[src/tbh_pkg.sv]
`timescale 1ns / 1ps
// Shared types and constants for the take-back-half flywheel controller.
// No dependencies; imported by tbh_mul and flywheel_take_back_half_controller.
package tbh_pkg;

    localparam int unsigned CNT_W      = 32;
    localparam int unsigned TIME_W     = 32;
    localparam int unsigned VEL_W      = 16;
    localparam int unsigned ERR_W      = VEL_W + 1;
    localparam int unsigned DRV_W      = 25;
    localparam int unsigned GAIN_W     = 24;
    localparam int unsigned TPR_W      = 12;
    localparam int unsigned PWR_W      = 7;
    localparam int unsigned CFG_IDX_W  = 2;
    localparam int unsigned CFG_DATA_W = 24;

    // shared shift-add multiplier
    localparam int unsigned MUL_A_W = 32;
    localparam int unsigned MUL_B_W = 24;
    localparam int unsigned MUL_P_W = MUL_A_W + MUL_B_W;

    // velocity divider: |dcount|*60000 over dms*ticks, 16 quotient bits
    localparam int unsigned NUM_W     = 47;
    localparam int unsigned DEN_W     = TIME_W + TPR_W;
    localparam int unsigned QUO_W     = VEL_W;
    localparam int unsigned DV_W      = DEN_W + QUO_W - 1;
    localparam int unsigned DIV_CNT_W = 4;

    localparam int unsigned GPROD_W = GAIN_W + VEL_W;
    localparam int unsigned MPROD_W = 32;
    localparam int unsigned MOT_W   = 7;

    localparam logic [MUL_B_W-1:0] RPM_SCALE   = 24'd60000;
    localparam logic [DRV_W-1:0]   FULL_DRIVE  = 25'd16777216;
    localparam logic [MPROD_W-1:0] HALF_LSB    = 32'd8388608;
    localparam logic [MOT_W-1:0]   MOTOR_MAX   = 7'd127;
    localparam logic [VEL_W-1:0]   VEL_POS_MAX = 16'h7FFF;
    localparam logic [VEL_W-1:0]   VEL_NEG_MIN = 16'h8000;

    localparam logic [GAIN_W-1:0] GAIN_RESET  = 24'd4194;
    localparam logic [TPR_W-1:0]  TPR_RESET   = 12'd261;
    localparam logic [PWR_W-1:0]  POWER_RESET = 7'd127;

    typedef enum logic [CFG_IDX_W-1:0] {
        CFG_LOOP_GAIN = 2'd0,
        CFG_REV_TICKS = 2'd1,
        CFG_MAX_POWER = 2'd2
    } cfg_index_t;

    typedef enum logic {
        CMD_SET    = 1'b0,
        CMD_SAMPLE = 1'b1
    } command_t;

    typedef enum logic [3:0] {
        S_IDLE,
        S_MUL_ND,
        S_DIV,
        S_VEL,
        S_ERR_START,
        S_ERR_WAIT,
        S_DRIVE,
        S_MOT_START,
        S_MOT_WAIT
    } state_t;

    typedef struct packed {
        logic               start;
        logic [MUL_A_W-1:0] a;
        logic [MUL_B_W-1:0] b;
    } mul_req_t;

    typedef struct packed {
        logic               busy;
        logic [MUL_P_W-1:0] product;
    } mul_rsp_t;

endpackage

[src/tbh_mul.sv]
`timescale 1ns / 1ps
// Serial shift-add multiplier, one multiplier bit per cycle, early exit.
// Depends on tbh_pkg (widths, request/response structs).
module tbh_mul (
    input  logic              clk,
    input  logic              rst_n,
    input  tbh_pkg::mul_req_t req,
    output tbh_pkg::mul_rsp_t rsp
);
    import tbh_pkg::*;

    logic [MUL_P_W-1:0] acc_reg, acc_next;
    logic [MUL_P_W-1:0] a_reg, a_next;
    logic [MUL_B_W-1:0] b_reg, b_next;

    always_comb
    begin
        acc_next = acc_reg;
        a_next   = a_reg;
        b_next   = b_reg;
        if (req.start)
        begin
            acc_next = '0;
            a_next   = {{(MUL_P_W-MUL_A_W){1'b0}}, req.a};
            b_next   = req.b;
        end
        else if (b_reg != '0)
        begin
            if (b_reg[0])
            begin
                acc_next = acc_reg + a_reg;
            end
            a_next = {a_reg[MUL_P_W-2:0], 1'b0};
            b_next = {1'b0, b_reg[MUL_B_W-1:1]};
        end
    end

    always_ff @(posedge clk or negedge rst_n)
    begin
        if (!rst_n)
        begin
            acc_reg <= '0;
            a_reg   <= '0;
            b_reg   <= '0;
        end
        else
        begin
            acc_reg <= acc_next;
            a_reg   <= a_next;
            b_reg   <= b_next;
        end
    end

    assign rsp.busy    = (b_reg != '0);
    assign rsp.product = acc_reg;

    a_zero_b_done: assert property (@(posedge clk) disable iff (!rst_n)
        req.start && req.b == '0 |=> !rsp.busy)
        else $error("multiplier busy after start with zero multiplier");
    a_start_busy: assert property (@(posedge clk) disable iff (!rst_n)
        req.start && req.b != '0 |=> rsp.busy)
        else $error("multiplier not busy after start");
    a_idle_holds: assert property (@(posedge clk) disable iff (!rst_n)
        !req.start && !rsp.busy |=> !rsp.busy && $stable(rsp.product))
        else $error("idle multiplier changed its product");

endmodule

[src/flywheel_take_back_half_controller.sv]
`timescale 1ns / 1ps
// Take-back-half flywheel velocity controller, top level.
// Depends on tbh_pkg and tbh_mul.
//
// Input (in_valid/in_ready): command 0 sets target_rpm and the open_loop_drive
// estimate; command 1 is a control tick with encoder_count and time_ms. Every
// input transaction yields one output transaction (out_valid/out_ready) with
// motor_command, measured_rpm and crossed.
// Config (cfg_valid/cfg_ready, always ready): cfg_index 0 loop_gain, 1 encoder
// ticks per revolution, 2 max_power; other indexes ignored. Write only idle.
// Steps from accept to out_valid: a set runs the serial scaling by max_power;
// a tick runs the count and time products, a restoring divide, velocity and
// error, the gain product, the drive update and the scaling; a tick with zero
// elapsed time skips the divide and the velocity update.
// One item in work at a time; in_ready returns the cycle after the result is
// loaded.
// Reset: config registers return to defaults, drive 0, first-crossing armed.
// Output stall: the result holds in the output register; a finished item
// waits in its last state until the register frees up.
module flywheel_take_back_half_controller (
    input  logic                             clk,
    input  logic                             rst_n,
    input  logic                             in_valid,
    output logic                             in_ready,
    input  logic                             command,
    input  logic signed [tbh_pkg::VEL_W-1:0] target_rpm,
    input  logic [tbh_pkg::DRV_W-1:0]        open_loop_drive,
    input  logic signed [tbh_pkg::CNT_W-1:0] encoder_count,
    input  logic [tbh_pkg::TIME_W-1:0]       time_ms,
    output logic                             out_valid,
    input  logic                             out_ready,
    output logic [tbh_pkg::MOT_W-1:0]        motor_command,
    output logic signed [tbh_pkg::VEL_W-1:0] measured_rpm,
    output logic                             crossed,
    input  logic                             cfg_valid,
    output logic                             cfg_ready,
    input  logic [tbh_pkg::CFG_IDX_W-1:0]    cfg_index,
    input  logic [tbh_pkg::CFG_DATA_W-1:0]   cfg_data
);
    import tbh_pkg::*;

    function automatic logic [1:0] sign_code(input logic [ERR_W-1:0] x);
        logic [1:0] c;
        if (x == '0)
        begin
            c = 2'b00;
        end
        else if (x[ERR_W-1])
        begin
            c = 2'b11;
        end
        else
        begin
            c = 2'b01;
        end
        return c;
    endfunction

    state_t state_reg, state_next;

    logic [GAIN_W-1:0] gain_reg, gain_next;
    logic [TPR_W-1:0]  tpr_reg, tpr_next;
    logic [PWR_W-1:0]  power_reg, power_next;

    logic [VEL_W-1:0]  target_reg, target_next;
    logic [VEL_W-1:0]  measured_reg, measured_next;
    logic [ERR_W-1:0]  prev_err_reg, prev_err_next;
    logic [DRV_W-1:0]  drive_reg, drive_next;
    logic [DRV_W-1:0]  estimate_reg, estimate_next;
    logic [DRV_W-1:0]  held_reg, held_next;
    logic              first_reg, first_next;
    logic [CNT_W-1:0]  prev_count_reg, prev_count_next;
    logic [TIME_W-1:0] prev_time_reg, prev_time_next;

    logic                 out_valid_reg, out_valid_next;
    logic [MOT_W-1:0]     motor_reg, motor_next;
    logic [VEL_W-1:0]     rpm_reg, rpm_next;
    logic                 crossed_out_reg, crossed_out_next;

    logic                 neg_reg, neg_next;
    logic                 dms_zero_reg, dms_zero_next;
    logic [NUM_W-1:0]     rem_reg, rem_next;
    logic [DV_W-1:0]      dv_reg, dv_next;
    logic [QUO_W-1:0]     quo_reg, quo_next;
    logic [DIV_CNT_W-1:0] div_cnt_reg, div_cnt_next;
    logic [ERR_W-1:0]     err_reg, err_next;
    logic                 crossed_reg, crossed_next;

    mul_req_t mul0_req, mul1_req;
    mul_rsp_t mul0_rsp, mul1_rsp;

    logic              in_fire;
    logic [TIME_W-1:0] dms;
    logic [CNT_W-1:0]  denc;
    logic [CNT_W-1:0]  denc_mag;
    logic [TPR_W-1:0]  tpr_eff;
    logic [DRV_W-1:0]  est_sat;
    logic              div_ge;
    logic [ERR_W-1:0]  err_calc;
    logic [GPROD_W-1:0] gprod;
    logic [GPROD_W:0]   drive_sum;
    logic [DRV_W-1:0]   drive_clip;
    logic [DRV_W:0]     drive_avg;
    logic [DRV_W-1:0]   drive_new;
    logic               sign_change;
    logic [MPROD_W-1:0] motor_sum;
    logic [MOT_W:0]     motor_raw;
    logic               out_free;

    tbh_mul u_mul0 (
        .clk   (clk),
        .rst_n (rst_n),
        .req   (mul0_req),
        .rsp   (mul0_rsp)
    );

    tbh_mul u_mul1 (
        .clk   (clk),
        .rst_n (rst_n),
        .req   (mul1_req),
        .rsp   (mul1_rsp)
    );

    assign in_ready      = (state_reg == S_IDLE);
    assign in_fire       = in_valid && in_ready;
    assign cfg_ready     = 1'b1;
    assign out_valid     = out_valid_reg;
    assign motor_command = motor_reg;
    assign measured_rpm  = rpm_reg;
    assign crossed       = crossed_out_reg;
    assign out_free      = !out_valid_reg || out_ready;

    assign dms      = time_ms - prev_time_reg;
    assign denc     = encoder_count - prev_count_reg;
    assign denc_mag = denc[CNT_W-1] ? (~denc + 1'b1) : denc;
    assign tpr_eff  = (tpr_reg == '0) ? {{(TPR_W-1){1'b0}}, 1'b1} : tpr_reg;
    assign est_sat  = (open_loop_drive > FULL_DRIVE) ? FULL_DRIVE : open_loop_drive;

    assign div_ge   = ({{(DV_W-NUM_W){1'b0}}, rem_reg} >= dv_reg);
    assign err_calc = {target_reg[VEL_W-1], target_reg}
                    - {measured_reg[VEL_W-1], measured_reg};

    assign gprod     = mul0_rsp.product[GPROD_W-1:0];
    assign drive_sum = {{(GPROD_W+1-DRV_W){1'b0}}, drive_reg} + {1'b0, gprod};
    assign sign_change = (sign_code(err_reg) != sign_code(prev_err_reg));
    assign drive_avg = {1'b0, drive_clip} + {1'b0, held_reg};
    assign motor_sum = mul0_rsp.product[MPROD_W-1:0] + HALF_LSB;
    assign motor_raw = motor_sum[MPROD_W-1:MPROD_W-MOT_W-1];

    always_comb
    begin
        if (!err_reg[ERR_W-1])
        begin
            if (drive_sum > {{(GPROD_W+1-DRV_W){1'b0}}, FULL_DRIVE})
            begin
                drive_clip = FULL_DRIVE;
            end
            else
            begin
                drive_clip = drive_sum[DRV_W-1:0];
            end
        end
        else if (gprod > {{(GPROD_W-DRV_W){1'b0}}, drive_reg})
        begin
            drive_clip = '0;
        end
        else
        begin
            drive_clip = drive_reg - gprod[DRV_W-1:0];
        end

        if (!sign_change)
        begin
            drive_new = drive_clip;
        end
        else if (first_reg)
        begin
            drive_new = estimate_reg;
        end
        else
        begin
            drive_new = drive_avg[DRV_W:1];
        end
    end

    always_comb
    begin
        state_next       = state_reg;
        gain_next        = gain_reg;
        tpr_next         = tpr_reg;
        power_next       = power_reg;
        target_next      = target_reg;
        measured_next    = measured_reg;
        prev_err_next    = prev_err_reg;
        drive_next       = drive_reg;
        estimate_next    = estimate_reg;
        held_next        = held_reg;
        first_next       = first_reg;
        prev_count_next  = prev_count_reg;
        prev_time_next   = prev_time_reg;
        out_valid_next   = out_valid_reg;
        motor_next       = motor_reg;
        rpm_next         = rpm_reg;
        crossed_out_next = crossed_out_reg;
        neg_next         = neg_reg;
        dms_zero_next    = dms_zero_reg;
        rem_next         = rem_reg;
        dv_next          = dv_reg;
        quo_next         = quo_reg;
        div_cnt_next     = div_cnt_reg;
        err_next         = err_reg;
        crossed_next     = crossed_reg;
        mul0_req         = '0;
        mul1_req         = '0;

        if (cfg_valid && cfg_ready)
        begin
            unique case (cfg_index)
                CFG_LOOP_GAIN: gain_next  = cfg_data[GAIN_W-1:0];
                CFG_REV_TICKS: tpr_next   = cfg_data[TPR_W-1:0];
                CFG_MAX_POWER: power_next = cfg_data[PWR_W-1:0];
                default:       ;
            endcase
        end

        if (out_valid_reg && out_ready)
        begin
            out_valid_next = 1'b0;
        end

        unique case (state_reg)
            S_IDLE:
            begin
                if (in_fire)
                begin
                    crossed_next = 1'b0;
                    if (command == CMD_SAMPLE)
                    begin
                        prev_time_next  = time_ms;
                        prev_count_next = encoder_count;
                        neg_next        = denc[CNT_W-1];
                        dms_zero_next   = (dms == '0);
                        mul0_req.start  = 1'b1;
                        mul0_req.a      = denc_mag;
                        mul0_req.b      = RPM_SCALE;
                        mul1_req.start  = 1'b1;
                        mul1_req.a      = dms;
                        mul1_req.b      = {{(MUL_B_W-TPR_W){1'b0}}, tpr_eff};
                        state_next      = S_MUL_ND;
                    end
                    else
                    begin
                        target_next   = target_rpm;
                        prev_err_next = {target_rpm[VEL_W-1], target_rpm}
                                      - {measured_reg[VEL_W-1], measured_reg};
                        estimate_next = est_sat;
                        first_next    = 1'b1;
                        held_next     = '0;
                        mul0_req.start = 1'b1;
                        mul0_req.a     = {{(MUL_A_W-DRV_W){1'b0}}, drive_reg};
                        mul0_req.b     = {{(MUL_B_W-PWR_W){1'b0}}, power_reg};
                        state_next     = S_MOT_WAIT;
                    end
                end
            end

            S_MUL_ND:
            begin
                if (!mul0_rsp.busy && !mul1_rsp.busy)
                begin
                    if (dms_zero_reg)
                    begin
                        state_next = S_ERR_START;
                    end
                    else
                    begin
                        rem_next     = mul0_rsp.product[NUM_W-1:0];
                        dv_next      = {mul1_rsp.product[DEN_W-1:0], {(QUO_W-1){1'b0}}};
                        quo_next     = '0;
                        div_cnt_next = DIV_CNT_W'(QUO_W - 1);
                        state_next   = S_DIV;
                    end
                end
            end

            S_DIV:
            begin
                if (div_ge)
                begin
                    rem_next = rem_reg - dv_reg[NUM_W-1:0];
                end
                quo_next     = {quo_reg[QUO_W-2:0], div_ge};
                dv_next      = {1'b0, dv_reg[DV_W-1:1]};
                div_cnt_next = div_cnt_reg - 1'b1;
                if (div_cnt_reg == '0)
                begin
                    state_next = S_VEL;
                end
            end

            S_VEL:
            begin
                if (quo_reg[QUO_W-1])
                begin
                    measured_next = neg_reg ? VEL_NEG_MIN : VEL_POS_MAX;
                end
                else
                begin
                    measured_next = neg_reg ? (~quo_reg + 1'b1) : quo_reg;
                end
                state_next = S_ERR_START;
            end

            S_ERR_START:
            begin
                err_next       = err_calc;
                mul0_req.start = 1'b1;
                mul0_req.a     = {{(MUL_A_W-GAIN_W){1'b0}}, gain_reg};
                mul0_req.b     = {{(MUL_B_W-ERR_W){1'b0}},
                                  (err_calc[ERR_W-1] ? (~err_calc + 1'b1) : err_calc)};
                state_next     = S_ERR_WAIT;
            end

            S_ERR_WAIT:
            begin
                if (!mul0_rsp.busy)
                begin
                    state_next = S_DRIVE;
                end
            end

            S_DRIVE:
            begin
                drive_next    = drive_new;
                prev_err_next = err_reg;
                if (sign_change)
                begin
                    held_next    = drive_new;
                    first_next   = 1'b0;
                    crossed_next = 1'b1;
                end
                state_next = S_MOT_START;
            end

            S_MOT_START:
            begin
                mul0_req.start = 1'b1;
                mul0_req.a     = {{(MUL_A_W-DRV_W){1'b0}}, drive_reg};
                mul0_req.b     = {{(MUL_B_W-PWR_W){1'b0}}, power_reg};
                state_next     = S_MOT_WAIT;
            end

            S_MOT_WAIT:
            begin
                if (!mul0_rsp.busy && out_free)
                begin
                    motor_next       = motor_raw[MOT_W] ? MOTOR_MAX : motor_raw[MOT_W-1:0];
                    rpm_next         = measured_reg;
                    crossed_out_next = crossed_reg;
                    out_valid_next   = 1'b1;
                    state_next       = S_IDLE;
                end
            end

            default:
            begin
                state_next = S_IDLE;
            end
        endcase
    end

    always_ff @(posedge clk or negedge rst_n)
    begin
        if (!rst_n)
        begin
            state_reg       <= S_IDLE;
            gain_reg        <= GAIN_RESET;
            tpr_reg         <= TPR_RESET;
            power_reg       <= POWER_RESET;
            target_reg      <= '0;
            measured_reg    <= '0;
            prev_err_reg    <= '0;
            drive_reg       <= '0;
            estimate_reg    <= '0;
            held_reg        <= '0;
            first_reg       <= 1'b1;
            prev_count_reg  <= '0;
            prev_time_reg   <= '0;
            out_valid_reg   <= 1'b0;
            div_cnt_reg     <= '0;
            crossed_reg     <= 1'b0;
        end
        else
        begin
            state_reg       <= state_next;
            gain_reg        <= gain_next;
            tpr_reg         <= tpr_next;
            power_reg       <= power_next;
            target_reg      <= target_next;
            measured_reg    <= measured_next;
            prev_err_reg    <= prev_err_next;
            drive_reg       <= drive_next;
            estimate_reg    <= estimate_next;
            held_reg        <= held_next;
            first_reg       <= first_next;
            prev_count_reg  <= prev_count_next;
            prev_time_reg   <= prev_time_next;
            out_valid_reg   <= out_valid_next;
            div_cnt_reg     <= div_cnt_next;
            crossed_reg     <= crossed_next;
        end
    end

    always_ff @(posedge clk)
    begin
        motor_reg       <= motor_next;
        rpm_reg         <= rpm_next;
        crossed_out_reg <= crossed_out_next;
        neg_reg         <= neg_next;
        dms_zero_reg    <= dms_zero_next;
        rem_reg         <= rem_next;
        dv_reg          <= dv_next;
        quo_reg         <= quo_next;
        err_reg         <= err_next;
    end

    a_div_mul_idle: assert property (@(posedge clk) disable iff (!rst_n)
        state_reg == S_DIV |-> !mul0_rsp.busy && !mul1_rsp.busy)
        else $error("multiplier busy during divide");
    a_set_arms: assert property (@(posedge clk) disable iff (!rst_n)
        in_fire && command == CMD_SET |=> first_reg && held_reg == '0)
        else $error("set transaction did not arm first crossing");
    a_drive_range: assert property (@(posedge clk) disable iff (!rst_n)
        state_reg == S_DRIVE |=> drive_reg <= FULL_DRIVE)
        else $error("drive above full scale");
    a_cross_holds: assert property (@(posedge clk) disable iff (!rst_n)
        state_reg == S_DRIVE && sign_change |=> crossed_reg && held_reg == drive_reg)
        else $error("crossing did not update held drive");
    a_result_out: assert property (@(posedge clk) disable iff (!rst_n)
        state_reg == S_MOT_WAIT && !mul0_rsp.busy && out_free
        |=> out_valid_reg && state_reg == S_IDLE)
        else $error("finished transaction not presented");

endmodule

[config.mk]
export PLATFORM = sky130hd
export DESIGN_NAME = flywheel_take_back_half_controller
export DESIGN_NICKNAME = d
export VERILOG_FILES = /design/src/tbh_pkg.sv /design/src/tbh_mul.sv /design/src/flywheel_take_back_half_controller.sv
export SDC_FILE = /design/constraint.sdc
export NUM_CORES = 2
export LEC_CHECK = 0
export ABC_AREA = 1
export BUFFER_PORTS_ARGS = -buffer_cell sky130_fd_sc_hd__buf_2
export CORE_MARGIN = 1
export CORE_UTILIZATION = 28
export CTS_CLUSTER_SIZE = 10
export DETAILED_ROUTE_END_ITERATION = 8
export GPL_ROUTABILITY_DRIVEN = 0
export PLACE_DENSITY = 0.39
export SYNTH_ARGS = -nofsm -noshare
export SYNTH_HDL_FRONTEND = slang
export SYNTH_SLANG_ARGS = --single-unit
[constraint.sdc]
create_clock -name clk -period 13.55 [get_ports clk]
set_clock_uncertainty 0.15 [all_clocks]
set_input_delay 1.355 -clock clk [delete_from_list [all_inputs] [get_ports clk]]
set_output_delay 1.355 -clock clk [all_outputs]
set_load 0.03 [all_outputs]
==> flow_summary.json <==
{
  "status": "completed",
  "timing.critical_path.arrival_ns": 7.39,
  "worst-endpoint-required_ns": 14.01,
  "drt_iter0_drc": 2738,
  "filler_cell_count_in_the_final_layout": 17271,
  "grt-ovfl-total": 0,
  "layout_commonest_cell": "sky130_fd_sc_hd__nand2_1",
  "vdd.ir_drop.worst_uv": 97.4,
  "globalRouteTotalUtil": 0.212,
  "number_of_antenna_violations_at_the_first_check_in_global_routing": 12,
  "crit_path_start_kind": "flop",
  "endpoint_kind": "flop",
  "numCtsBuffers": 85,
  "design.die.area_mm2": 0.162,
  "final.min_clock_period_ns": 6.94,
  "final_antenna_violating_net_count": 0,
  "p_per_area_mw_per_mm2": 263,
  "place.port_buffers": 162,
  "ctsHtreeMaxLevel": 3,
  "tritoncts": "built",
  "postSynth.asyncResetShare": 0.733,
  "nets": 6695,
  "synth_fa_ha_area_frac": 0.0975,
  "clk-insertion-delay-late_ns": 0.70,
  "cts_post_setup_buffers_inserted": 0,
  "most-common-layout-cells": "sky130_fd_sc_hd__nand2_1, sky130_fd_sc_hd__inv_1, sky130_fd_sc_hd__a21oi_1",
  "post-dp-hpwl_um": 135000,
  "drt_first_pass_iters": 6,
  "final.setup.tns_ns": 0,
  "initial_utilization": 0.282,
  "postSynthRegisterBits": 618,
  "synth_compound_area_frac": 0.190,
  "fp-row-count": 146,
  "io-pin-count": 164,
  "min_delay_path_class": "flop to flop",
  "synth_top_family_by_area": "simple AND/OR/NAND/NOR gates",
  "highest_fanout_seen_on_the_critical_path": 13,
  "maxCapViolations": 0,
  "synth_xor_xnor_area_share": 0.0329,
  "routed_via_density": 4.98,
  "synth_sequential_area_ratio": 0.364,
  "synth.distinct_cells": 74,
  "wl_per_cell_um": 20.8,
  "place_worst_setup_slack_ns": 6.69,
  "biggest_cell_delay_along_the_critical_path_ns": 0.46,
  "crit_path_top_delay_cell": "sky130_fd_sc_hd__nor2_1",
  "setup_viol": 0,
  "cts.hold.buffers_added": 0,
  "layout_setup_ws_ns": 6.61,
  "die_width_um": 402,
  "cts.clk_slew.worst_paths_ns": 0.06,
  "yosys.area_share.simple": 0.224,
  "post_synth_design_cell_area_mm2": 0.0448,
  "coreArea_mm2": 0.159,
  "worst_slew_margin_rel": 0.189,
  "cts.root.buffer_cell": "sky130_fd_sc_hd__clkbuf_16",
  "grt_pass1_wl_um": 262000,
  "via_count_of_the_first_global_routing_pass": 40815,
  "seqCellArea_mm2": 0.0163,
  "rsz_0062_raised_after_global_routing": "no",
  "post_cts.resized_instances": 0,
  "synth.avg_cell_area_um2": 7.34,
  "clockBufferDepth": 3,
  "final_max_slew_viol_count": 0,
  "post_synth_inst_count": 6097,
  "multi_input_comb_area_mm2": 0.0246,
  "share_of_cells_above_drive_strength_1": 0.0770,
  "synth_nets": 6577,
  "fin_crit_sh": 0.512,
  "drc_errors": 0,
  "synth_mux_area_frac": 0.00299,
  "worst_slew_pin_slew_ns": 1.21,
  "die_h_um": 402,
  "largest_register_ff_count": 59,
  "post_synth_edffs": 165,
  "ys.flop_type": "sky130_fd_sc_hd__dfrtp_1",
  "r2r_setup_slack_ns": 6.61,
  "leakage_nw": 23.7,
  "maxClockFrequency_mhz": 144,
  "drt_wl_total_um": 174000,
  "crit_type": "flop to flop",
  "final-hold-violation-count": 0,
  "grt_max_degree": 98,
  "syn_to_final_growth_pct": 13.2,
  "cts.sinks": 618,
  "ys_warn_count": 0,
  "vias": 41637
}
per-layer routing:
| metal | track usage | wire, um | up-vias |
|---|---|---|---|
| li1 | - | - | 20719 |
| met4 | 0.0540 | 4010 | 16 |
| met1 | 0.301 | 84800 | 19796 |
| met2 | 0.335 | 77100 | 901 |
| met3 | 0.0289 | 7670 | 205 |
| met5 | 0 | 95 | - |
logic make-up (layout without fill, tap and decap cells):
family / after synthesis / after routing
AND/OR/NAND/NOR: 2416 / 2416
AO/OA/AOI/OAI: 1507 / 1507
buffers and inverters: 1032 / 1223
flip-flops: 618 / 618
adder cells (fa/ha/maj): 343 / 343
XOR/XNOR: 168 / 168
multiplexers: 12 / 12
other: 1 / 4
synth_stat cells, types with 27 or more instances:
| cell type | number | area share |
|---|---|---|
| sky130_fd_sc_hd__xor2_1 | 129 | 0.025 |
| sky130_fd_sc_hd__edfxtp_1 | 165 | 0.11 |
| sky130_fd_sc_hd__nand3_1 | 254 | 0.028 |
| sky130_fd_sc_hd__a31oi_1 | 42 | 0.0059 |
| sky130_fd_sc_hd__o21ai_1 | 44 | 0.0049 |
| sky130_fd_sc_hd__o211ai_1 | 69 | 0.012 |
| sky130_fd_sc_hd__o22ai_1 | 78 | 0.011 |
| sky130_fd_sc_hd__nor2_1 | 512 | 0.043 |
| sky130_fd_sc_hd__nor3_1 | 71 | 0.0079 |
| sky130_fd_sc_hd__xnor2_1 | 39 | 0.0076 |
| sky130_fd_sc_hd__nand4_1 | 67 | 0.0094 |
| sky130_fd_sc_hd__dfrtp_1 | 438 | 0.24 |
| sky130_fd_sc_hd__inv_1 | 830 | 0.070 |
| sky130_fd_sc_hd__ha_1 | 333 | 0.093 |
| sky130_fd_sc_hd__a21oi_1 | 544 | 0.061 |
| sky130_fd_sc_hd__nand2_1 | 1381 | 0.12 |
| sky130_fd_sc_hd__nor4_1 | 45 | 0.0063 |
| sky130_fd_sc_hd__o21ai_0 | 530 | 0.059 |
| sky130_fd_sc_hd__clkbuf_1 | 132 | 0.011 |
| sky130_fd_sc_hd__o21a_1 | 27 | 0.0045 |
stage by stage:
step	total power, mW	hold slack (ns)	std cells	instance area (um^2)	utilization
floorplan	8.46	0.275	6097	44800	-
global placement	11.0	0.294	8200	47900	0.302
detailed placement	11.0	0.285	8200	47900	0.302
CTS	13.4	0.310	8360	50700	0.320
global route	14.5	0.337	8360	50700	0.320
finish	13.3	0.309	8363	50700	0.320
power by group:
group          internal (mW)  switching (mW)  total, mW
sequential              2.71           0.582       3.30
clock                   1.34           0.971       2.31
combinational           2.38            5.34       7.72
total                   6.43            6.89       13.3
final timing paths:
check / depth (start not counted) / start / endpoint
worst max-delay path: 33 / drive_reg[5] / held_reg[17]
worst min-delay path: 0 / measured_reg[10] / measured_rpm[10]
worst max register to register: 33 / drive_reg[5] / held_reg[17]
worst min register to register: 0 / measured_reg[10] / measured_rpm[10]
max in group asynchronous: 3 / rst_n / u_mul1.acc_reg[2]
min in group asynchronous: 1 / rst_n / u_mul0.a_reg[35]
cell type report:
cell class | count | share of cell area
multi-input combinational | 4447 | 0.485
sequential | 618 | 0.322
inverter | 858 | 0.0636
tap | 2072 | 0.0511
clock buffer | 129 | 0.0490
timing repair buffer | 205 | 0.0226
clock inverter | 31 | 0.00679
antenna | 3 | 0.000148
critical path: cells and delay by family (launching register included):
family	cells	cell delay (ns)
compound gates	11	1.91
fa+ha+maj	2	0.80
buf+inv	3	0.24
flops	1	0.42
simple gates	17	3.30
No activity file was read; power rests on OpenSTA's default activity.
